[config.mk]
export PLATFORM = sky130hd
export DESIGN_NAME = two_channel_smooth_note_quantizer_top
export DESIGN_NICKNAME = d
export VERILOG_FILES = /design/src/sv/tcsnq_pkg.sv /design/src/sv/tcsnq_front.sv /design/src/sv/tcsnq_queue.sv /design/src/sv/tcsnq_back.sv /design/src/sv/two_channel_smooth_note_quantizer_top.sv
export SDC_FILE = /design/constraint.sdc
export NUM_CORES = 2
export LEC_CHECK = 0
export BUFFER_PORTS_ARGS = -buffer_cell sky130_fd_sc_hd__buf_2
export CAP_MARGIN = 30
export CORE_UTILIZATION = 38
export CTS_CLUSTER_SIZE = 28
export DETAILED_ROUTE_END_ITERATION = 8
export GPL_ROUTABILITY_DRIVEN = 0
export MAX_ROUTING_LAYER = met4
export PLACE_DENSITY = 0.63
export RECOVER_POWER = 50
export SLEW_MARGIN = 20
export SYNTH_ARGS = -nofsm -noshare
export SYNTH_HDL_FRONTEND = slang
export SYNTH_SLANG_ARGS = --single-unit
export TNS_END_PERCENT = 100
[constraint.sdc]
create_clock -name clk_i -period 15.75 [get_ports clk_i]
set_input_delay 3.15 -clock clk_i [delete_from_list [all_inputs] [get_ports clk_i]]
set_output_delay 3.15 -clock clk_i [all_outputs]
set_load 0.1 [all_outputs]
[src/sv/tcsnq_pkg.sv]
// shared types and constants for the two-channel smooth note quantizer
// used by the front, queue, back and top modules; no dependencies
package tcsnq_pkg;

  localparam int SAMPLE_BITS       = 10;
  localparam int FRACTION_BITS_DEF = 16;
  localparam int ALPHA_BITS        = 16;
  localparam logic [ALPHA_BITS-1:0] ALPHA_RESET = 16'd655;

  localparam int TRANSPOSE_BITS  = 7;
  localparam int TRANSPOSE_LIMIT = 48;
  localparam int NOTE_BITS       = 7;
  localparam int BRIGHT_BITS     = 8;

  localparam int IN_DATA_BITS  = 24;
  localparam int OUT_DATA_BITS = 40;

  localparam logic [SAMPLE_BITS-1:0] NOTE_LIMIT  = 10'd1000;
  localparam logic [SAMPLE_BITS-1:0] BRIGHT_LOW  = 10'd200;
  localparam logic [SAMPLE_BITS-1:0] BRIGHT_HIGH = 10'd450;

  localparam int SEG_COUNT = 7;
  localparam logic [SAMPLE_BITS-1:0] SEG_UPPER [SEG_COUNT] = '{
    10'd187, 10'd200, 10'd299, 10'd391, 10'd459, 10'd527, 10'd1000
  };
  localparam logic [NOTE_BITS-1:0] SEG_NOTE [SEG_COUNT] = '{
    7'd60, 7'd61, 7'd63, 7'd65, 7'd67, 7'd68, 7'd72
  };

  typedef struct packed {
    logic signed [TRANSPOSE_BITS-1:0] transpose;
    logic [SAMPLE_BITS-1:0]           sample_b;
    logic [SAMPLE_BITS-1:0]           sample_a;
  } item_t;

endpackage

[src/sv/tcsnq_front.sv]
// front end: accepts input transfers, detects button edges, tracks transpose
// depends on tcsnq_pkg; feeds items into tcsnq_queue
module tcsnq_front (
  input  logic                               clk_i,
  input  logic                               rst_ni,
  input  logic                               s_axis_tvalid,
  output logic                               s_axis_tready,
  input  logic [tcsnq_pkg::IN_DATA_BITS-1:0] s_axis_tdata,  // sample_a, sample_b, up, down
  output logic                               push_o,
  input  logic                               push_ready_i,
  output tcsnq_pkg::item_t                   item_o
);

  localparam int SumBits = tcsnq_pkg::TRANSPOSE_BITS + 1;
  localparam int SB      = tcsnq_pkg::SAMPLE_BITS;

  logic signed [tcsnq_pkg::TRANSPOSE_BITS-1:0] tr_q, tr_d;
  logic                                        prev_up_q, prev_down_q;
  logic                                        up, down, accept;
  logic signed [SumBits-1:0]                   sum;

  assign up            = s_axis_tdata[2*SB];
  assign down          = s_axis_tdata[2*SB+1];
  assign s_axis_tready = push_ready_i;
  assign accept        = s_axis_tvalid && s_axis_tready;
  assign push_o        = accept;

  always_comb begin
    sum = SumBits'(tr_q);
    if (up && !prev_up_q) begin
      sum = sum + SumBits'(1);
    end
    if (down && !prev_down_q) begin
      sum = sum - SumBits'(1);
    end
    if (sum > $signed(SumBits'(tcsnq_pkg::TRANSPOSE_LIMIT))) begin
      tr_d = tcsnq_pkg::TRANSPOSE_BITS'(tcsnq_pkg::TRANSPOSE_LIMIT);
    end else if (sum < -$signed(SumBits'(tcsnq_pkg::TRANSPOSE_LIMIT))) begin
      tr_d = -tcsnq_pkg::TRANSPOSE_BITS'(tcsnq_pkg::TRANSPOSE_LIMIT);
    end else begin
      tr_d = sum[tcsnq_pkg::TRANSPOSE_BITS-1:0];
    end
  end

  always_ff @(posedge clk_i or negedge rst_ni) begin
    if (!rst_ni) begin
      tr_q        <= '0;
      prev_up_q   <= 1'b0;
      prev_down_q <= 1'b0;
    end else if (accept) begin
      tr_q        <= tr_d;
      prev_up_q   <= up;
      prev_down_q <= down;
    end
  end

  assign item_o.sample_a  = s_axis_tdata[SB-1:0];
  assign item_o.sample_b  = s_axis_tdata[2*SB-1:SB];
  assign item_o.transpose = tr_d;

endmodule

[src/sv/tcsnq_queue.sv]
// two-entry queue decoupling the front end from the back end
// depends on tcsnq_pkg for the item type
module tcsnq_queue (
  input  logic             clk_i,
  input  logic             rst_ni,
  input  logic             wr_valid_i,
  output logic             wr_ready_o,
  input  tcsnq_pkg::item_t wr_item_i,
  output logic             rd_valid_o,
  input  logic             rd_ready_i,
  output tcsnq_pkg::item_t rd_item_o
);

  tcsnq_pkg::item_t mem_q [2];
  logic             wr_ptr_q, rd_ptr_q;
  logic [1:0]       count_q;
  logic             wr_en, rd_en;

  assign wr_ready_o = (count_q != 2'd2);
  assign rd_valid_o = (count_q != 2'd0);
  assign wr_en      = wr_valid_i && wr_ready_o;
  assign rd_en      = rd_valid_o && rd_ready_i;
  assign rd_item_o  = mem_q[rd_ptr_q];

  always_ff @(posedge clk_i) begin
    if (wr_en) begin
      mem_q[wr_ptr_q] <= wr_item_i;
    end
  end

  always_ff @(posedge clk_i or negedge rst_ni) begin
    if (!rst_ni) begin
      wr_ptr_q <= 1'b0;
      rd_ptr_q <= 1'b0;
      count_q  <= 2'd0;
    end else begin
      if (wr_en) begin
        wr_ptr_q <= ~wr_ptr_q;
      end
      if (rd_en) begin
        rd_ptr_q <= ~rd_ptr_q;
      end
      if (wr_en && !rd_en) begin
        count_q <= count_q + 2'd1;
      end else if (rd_en && !wr_en) begin
        count_q <= count_q - 2'd1;
      end
    end
  end

endmodule

[src/sv/tcsnq_back.sv]
// back end: exponential smoothing, note lookup, brightness and output register
// depends on tcsnq_pkg; takes items from tcsnq_queue
module tcsnq_back #(
  parameter int FRACTION_BITS = tcsnq_pkg::FRACTION_BITS_DEF
) (
  input  logic                                clk_i,
  input  logic                                rst_ni,
  input  logic [tcsnq_pkg::ALPHA_BITS-1:0]    alpha_i,
  input  logic                                item_valid_i,
  output logic                                item_ready_o,
  input  tcsnq_pkg::item_t                    item_i,
  output logic                                m_axis_tvalid,
  input  logic                                m_axis_tready,
  // note_valid, note, level_b_out, brightness_a, brightness_b
  output logic [tcsnq_pkg::OUT_DATA_BITS-1:0] m_axis_tdata
);

  localparam int SB   = tcsnq_pkg::SAMPLE_BITS;
  localparam int AB   = tcsnq_pkg::ALPHA_BITS;
  localparam int LW   = SB + FRACTION_BITS;
  localparam int PW   = LW + AB;
  localparam int NB   = tcsnq_pkg::NOTE_BITS;
  localparam int BB   = tcsnq_pkg::BRIGHT_BITS;
  localparam int TB   = tcsnq_pkg::TRANSPOSE_BITS;
  localparam int SumW = NB + 2;
  localparam int PadW = tcsnq_pkg::OUT_DATA_BITS - (1 + NB + SB + 2 * BB);

  function automatic logic [LW-1:0] smooth(input logic [LW-1:0] lvl,
                                           input logic [SB-1:0] smp,
                                           input logic [AB-1:0] alpha);
    logic [LW-1:0] tgt;
    logic [LW-1:0] diff;
    logic          rise;
    logic [PW-1:0] prod;
    logic [LW-1:0] stp;
    tgt  = {smp, {FRACTION_BITS{1'b0}}};
    rise = (tgt >= lvl);
    diff = rise ? (tgt - lvl) : (lvl - tgt);
    prod = PW'(diff) * PW'(alpha) + PW'(1 << (AB - 1));
    stp  = prod[PW-1:AB];
    return rise ? (lvl + stp) : (lvl - stp);
  endfunction

  // (w - 200) * 255 / 250 as x + x / 50, with x / 50 by reciprocal 41 / 2048
  function automatic logic [BB-1:0] bright(input logic [SB-1:0] whole);
    logic [BB-1:0] x;
    logic [13:0]   p;
    x = BB'(whole - tcsnq_pkg::BRIGHT_LOW);
    p = 14'(x) * 14'd41;
    if (whole < tcsnq_pkg::BRIGHT_LOW) begin
      return '0;
    end else if (whole >= tcsnq_pkg::BRIGHT_HIGH) begin
      return '1;
    end
    return x + BB'(p[13:11]);
  endfunction

  logic [LW-1:0]           level_a_q, level_b_q;
  logic                    s1_valid_q;
  logic signed [TB-1:0]    s1_tr_q;
  logic                    out_valid_q;
  logic [tcsnq_pkg::OUT_DATA_BITS-1:0] out_data_q, out_data_d;
  logic                    out_free, s1_move, s1_free, pop;

  logic [SB-1:0]           whole_a, whole_b;
  logic [NB-1:0]           seg_note;
  logic signed [SumW-1:0]  note_sum;
  logic [NB-1:0]           note;
  logic                    note_valid;

  assign out_free     = !out_valid_q || m_axis_tready;
  assign s1_move      = s1_valid_q && out_free;
  assign s1_free      = !s1_valid_q || s1_move;
  assign pop          = item_valid_i && s1_free;
  assign item_ready_o = s1_free;

  always_ff @(posedge clk_i or negedge rst_ni) begin
    if (!rst_ni) begin
      level_a_q  <= '0;
      level_b_q  <= '0;
      s1_valid_q <= 1'b0;
    end else begin
      if (pop) begin
        level_a_q <= smooth(level_a_q, item_i.sample_a, alpha_i);
        level_b_q <= smooth(level_b_q, item_i.sample_b, alpha_i);
      end
      if (s1_free) begin
        s1_valid_q <= pop;
      end
    end
  end

  always_ff @(posedge clk_i) begin
    if (pop) begin
      s1_tr_q <= item_i.transpose;
    end
  end

  assign whole_a = level_a_q[LW-1:FRACTION_BITS];
  assign whole_b = level_b_q[LW-1:FRACTION_BITS];

  always_comb begin
    seg_note = tcsnq_pkg::SEG_NOTE[tcsnq_pkg::SEG_COUNT-1];
    for (int i = tcsnq_pkg::SEG_COUNT - 1; i >= 0; i--) begin
      if (whole_a <= tcsnq_pkg::SEG_UPPER[i]) begin
        seg_note = tcsnq_pkg::SEG_NOTE[i];
      end
    end
    note_valid = (whole_a <= tcsnq_pkg::NOTE_LIMIT);
    note_sum   = $signed(SumW'(seg_note)) + SumW'(s1_tr_q);
    if (!note_valid) begin
      note = '0;
    end else if (note_sum < 0) begin
      note = '0;
    end else if (note_sum > $signed(SumW'({NB{1'b1}}))) begin
      note = '1;
    end else begin
      note = note_sum[NB-1:0];
    end
    out_data_d = {{PadW{1'b0}}, bright(whole_b), bright(whole_a), whole_b, note, note_valid};
  end

  always_ff @(posedge clk_i or negedge rst_ni) begin
    if (!rst_ni) begin
      out_valid_q <= 1'b0;
    end else if (out_free) begin
      out_valid_q <= s1_valid_q;
    end
  end

  always_ff @(posedge clk_i) begin
    if (s1_move) begin
      out_data_q <= out_data_d;
    end
  end

  assign m_axis_tvalid = out_valid_q;
  assign m_axis_tdata  = out_data_q;

endmodule

[src/sv/two_channel_smooth_note_quantizer_top.sv]
// tvalid rises once the input transfer has passed the queue, the level update and the output reg
// throughput: one item per cycle while m_axis_tready is high, set by the level update loop (one multiply, add)
// reset clears levels, transpose, button history and queue, and loads alpha with 655
// no clearing pass after reset; the block is ready in the first cycle
// top level: front end, queue, back end and the alpha register; uses tcsnq_pkg
module two_channel_smooth_note_quantizer_top #(
  parameter int FRACTION_BITS = tcsnq_pkg::FRACTION_BITS_DEF
) (
  input  logic                                clk_i,
  input  logic                                rst_ni,
  input  logic                                cfg_valid_i,
  output logic                                cfg_ready_o,
  input  logic [tcsnq_pkg::ALPHA_BITS-1:0]    cfg_data_i,     // smoothing_alpha
  input  logic                                s_axis_tvalid,
  output logic                                s_axis_tready,
  // sample_a, sample_b, up_button, down_button
  input  logic [tcsnq_pkg::IN_DATA_BITS-1:0]  s_axis_tdata,
  output logic                                m_axis_tvalid,
  input  logic                                m_axis_tready,
  // note_valid, note, level_b_out, brightness_a, brightness_b
  output logic [tcsnq_pkg::OUT_DATA_BITS-1:0] m_axis_tdata
);

  logic [tcsnq_pkg::ALPHA_BITS-1:0] alpha_q;
  tcsnq_pkg::item_t                 front_item, back_item;
  logic                             push, push_ready, q_valid, q_ready;

  assign cfg_ready_o = 1'b1;

  always_ff @(posedge clk_i or negedge rst_ni) begin
    if (!rst_ni) begin
      alpha_q <= tcsnq_pkg::ALPHA_RESET;
    end else if (cfg_valid_i && cfg_ready_o) begin
      alpha_q <= cfg_data_i;
    end
  end

  tcsnq_front u_front (
    .clk_i         (clk_i),
    .rst_ni        (rst_ni),
    .s_axis_tvalid (s_axis_tvalid),
    .s_axis_tready (s_axis_tready),
    .s_axis_tdata  (s_axis_tdata),
    .push_o        (push),
    .push_ready_i  (push_ready),
    .item_o        (front_item)
  );

  tcsnq_queue u_queue (
    .clk_i      (clk_i),
    .rst_ni     (rst_ni),
    .wr_valid_i (push),
    .wr_ready_o (push_ready),
    .wr_item_i  (front_item),
    .rd_valid_o (q_valid),
    .rd_ready_i (q_ready),
    .rd_item_o  (back_item)
  );

  tcsnq_back #(
    .FRACTION_BITS (FRACTION_BITS)
  ) u_back (
    .clk_i         (clk_i),
    .rst_ni        (rst_ni),
    .alpha_i       (alpha_q),
    .item_valid_i  (q_valid),
    .item_ready_o  (q_ready),
    .item_i        (back_item),
    .m_axis_tvalid (m_axis_tvalid),
    .m_axis_tready (m_axis_tready),
    .m_axis_tdata  (m_axis_tdata)
  );

  a_note_zero_when_invalid: assert property (@(posedge clk_i) disable iff (!rst_ni)
    (m_axis_tvalid && !m_axis_tdata[0]) |-> (m_axis_tdata[7:1] == '0))
    else $error("note nonzero while note_valid is low");

  a_bright_b_full: assert property (@(posedge clk_i) disable iff (!rst_ni)
    (m_axis_tvalid && (m_axis_tdata[17:8] >= tcsnq_pkg::BRIGHT_HIGH))
      |-> (m_axis_tdata[33:26] == '1))
    else $error("brightness_b not saturated for high level");

  a_transpose_bounded: assert property (@(posedge clk_i) disable iff (!rst_ni)
    push |-> (front_item.transpose <= $signed(7'(tcsnq_pkg::TRANSPOSE_LIMIT)) &&
              front_item.transpose >= -$signed(7'(tcsnq_pkg::TRANSPOSE_LIMIT))))
    else $error("transpose outside limit");

  a_ready_follows_queue: assert property (@(posedge clk_i) disable iff (!rst_ni)
    (!push_ready) |-> (q_valid && !s_axis_tready))
    else $error("input ready while queue full");

endmodule

==> results_dict.tcl <==
set metrics [dict create \
    status "complete, but fails checks" \
    violations "capacitance limit, slew limit" \
    clock.fmax_ghz 0.0695 \
    fin_crit_ps 14380 \
    grt_usage_pct 19.8 \
    die_width_um 333 \
    clkTransAtPathRegs_ps 80 \
    wl_um 104000 \
    fin_ws_ps 1370 \
    holdBufCountCts 0 \
    core_um2 109000 \
    fillCellCount 10700 \
    avgRoutedWirePerCell_um 16.8 \
    ys_top_cells_by_count "945 x inv_1, 678 x nand2_1, 677 x fa_1, 437 x ha_1, 338 x and2_1" \
    ys_seq_elements 178 \
    grt_max_degree 91 \
    register_area_um2 4950 \
    wl_met2_um 49800 \
    rsz0062_at_grt "no" \
    synthArstFlopShare_pct 46.6 \
    drv_cap 4 \
    antenna_found_initial 2 \
    grt_pass1_wl_um 171000 \
    drv_slew 149 \
    final_hold_viol_count 0 \
    final_nets 5891 \
    drc 0 \
    vias 31600 \
    startpoint_type "flop" \
    crit_fanout 35 \
    required_ps 16180 \
    dieArea_um2 111000 \
    hold_path_startpoint "u_back.s1_valid_q" \
    synth_cell_types 99 \
    cts-root-buf "clkbuf_16" \
    critical-path-max-stage-delay_ps 740 \
    drt_first_iter_violations 1669 \
    whs_ps 498 \
    met3WireLength_um 4960 \
    cts_tree "done" \
    met1Wirelength_um 46300 \
    netlist_instances 4763 \
    fin_worst_skew_ps 26.5 \
    syn2layout_area_growth_pct 6.29 \
    synthFlopType "edfxtp_1" \
    finalCritPeriodShare_pct 91.3 \
    synth.most_common_cell "inv_1" \
    r2r_start "u_queue.rd_ptr_q" \
    synth_top_area_share_pct 32.5 \
    dp_slack_ps 1500 \
    overflow 0 \
    cts_buffers 17 \
    hp-class "flop to flop" \
    slew-limit-headroom_pct -130 \
    worstPathArrival_ps 14810 \
    setup_violations 0 \
    port_buffers 78 \
    postPlaceCellArea_um2 43800 \
    max_slew.worst_pin.slew_ps 3450 \
    synth_enable_flop_cells 95 \
    critical_path_class "flop to flop" \
    syn_avg_cell_area_um2 8.76 \
    hpwlAfterDp_um 78300 \
    worst_skew_pair.late_latency_ps 510 \
    firstDrtPassIters 6 \
    die_y_um 333 \
    drive_gt1_share_pct 5.52 \
    crit_start "u_queue.rd_ptr_q" \
    final_area_um2 44400 \
    drtAntennaViolNets 0 \
    clock_sinks 178 \
    synth_top_cell_by_area "fa_1" \
    end_kind "flop" \
    clk_path_buf_depth 2 \
    viasPerCell 5.12 \
    netlist_area_um2 41700 \
    synth_area_leaders "fa_1 32%, ha_1 13%, inv_1 8.5%, edfxtp_1 6.8%, nand2_1 6.1%" \
    rows 121 \
    cp_slowest_cell "dfrtp_1" \
    ys_seq_area_share_pct 11.8 \
    grt_pass1_vias 32300 \
    fin_tns_setup_ps 0 \
    pin_count 88 \
    multi_input_area_um2 32500 \
    h-tree-depth 4 \
    cts_setup_buffers 0 \
    highest_layer "met4" \
    ys_warn_count 0 \
    start_util_pct 38.3 \
    ctsResizeCount 0 \
]
-- worst max-delay path, delay by kind of cell (launching register included) --
kind / cells / cell delay [ps]
adders and majority gates: 9 / 4060
AOI/OAI and AO/OA: 14 / 3590
and+or+nand+nor: 12 / 2300
buffers and inverters: 9 / 1440
xor gates and xnor gates: 3 / 1280
muxes: 2 / 840
DFF: 1 / 740
-- metrics by stage --
| step | util (%) | instances |
|---|---|---|
| after floorplan | - | 4768 |
| after CTS | 40.8 | 6158 |
| after detailed placement | 40.2 | 6126 |
| after global routing | 40.8 | 6160 |
| final | 40.8 | 6160 |
| after global placement | 40.2 | 6123 |
-- path summary, 6_finish.rpt --
check / cells after the start / slack [ps] / endpoint
worst max-delay path: 49 / 1370 / u_back.level_b_q[25]
max in group asynchronous: 2 / 7910 / alpha_q[11]
worst min register to register: 1 / 500 / u_back.m_axis_tvalid
worst max register to register: 49 / 1370 / u_back.level_b_q[25]
min in group asynchronous: 1 / 3380 / u_back.level_b_q[19]
worst min-delay path: 1 / 500 / u_back.m_axis_tvalid
-- placed cells by master (no fill, tap or decap), types with 16 or more instances in the layout --
cell       count
o211ai_1      22
buf_4         72
xnor2_1      140
clkbuf_1      18
xor2_1        74
a31oi_1       24
o21bai_1      25
nand2_1      678
o21a_1        21
nor3_1        43
ha_1         437
nand4_1       27
edfxtp_1      95
nand3_1       45
nand2b_1      26
and3_1        30
dfrtp_1       67
buf_2         62
inv_1        945
fa_1         677
a21oi_1      165
nor2b_1       27
a21o_1        68
mux2i_1       27
nor2_1       149
clkbuf_16     17
a211oi_1      16
and2_1       337
o21ai_0      135
mux2_2        33
-- logic make-up after synthesis --
| family | share of synthesized area (%) |
|---|---|
| mux | 1.56 |
| fa+ha+maj | 45.6 |
| xor+xnor | 4.62 |
| other cells | 0.0180 |
| compound gates | 9.06 |
| buf+inv | 10.5 |
| simple gates | 16.8 |
| flops | 11.8 |
-- per-layer routing --
layer	up-vias	track usage (%)
met5	-	-
met4	0	5.39
met3	133	2.08
met2	745	32.3
met1	15900	26.1
li1	14800	-
-- registers in the layout, summed over array words and instances (netlist names), 2 cells and up --
register,flops
u_queue.count_q,2
u_back.s1_tr_q,7
u_back.level_a_q,26
alpha_q,16
u_back.level_b_q,26
u_front.tr_q,7
u_queue.mem_q,54
u_back.m_axis_tdata,34
-- area by class of cell --
class	count	share of cell area, %
multi-input combinational	3434	73.3
timing repair buffer	155	2.17
clock inverter	15	0.460
clock buffer	17	0.959
inverter	946	8.00
antenna	1	0.00564
tap	1414	3.99
sequential	178	11.2
Power is left out: the tool's default activity adds up to more than one toggle a clock period on the data nets, which glitch-free logic cannot reach.
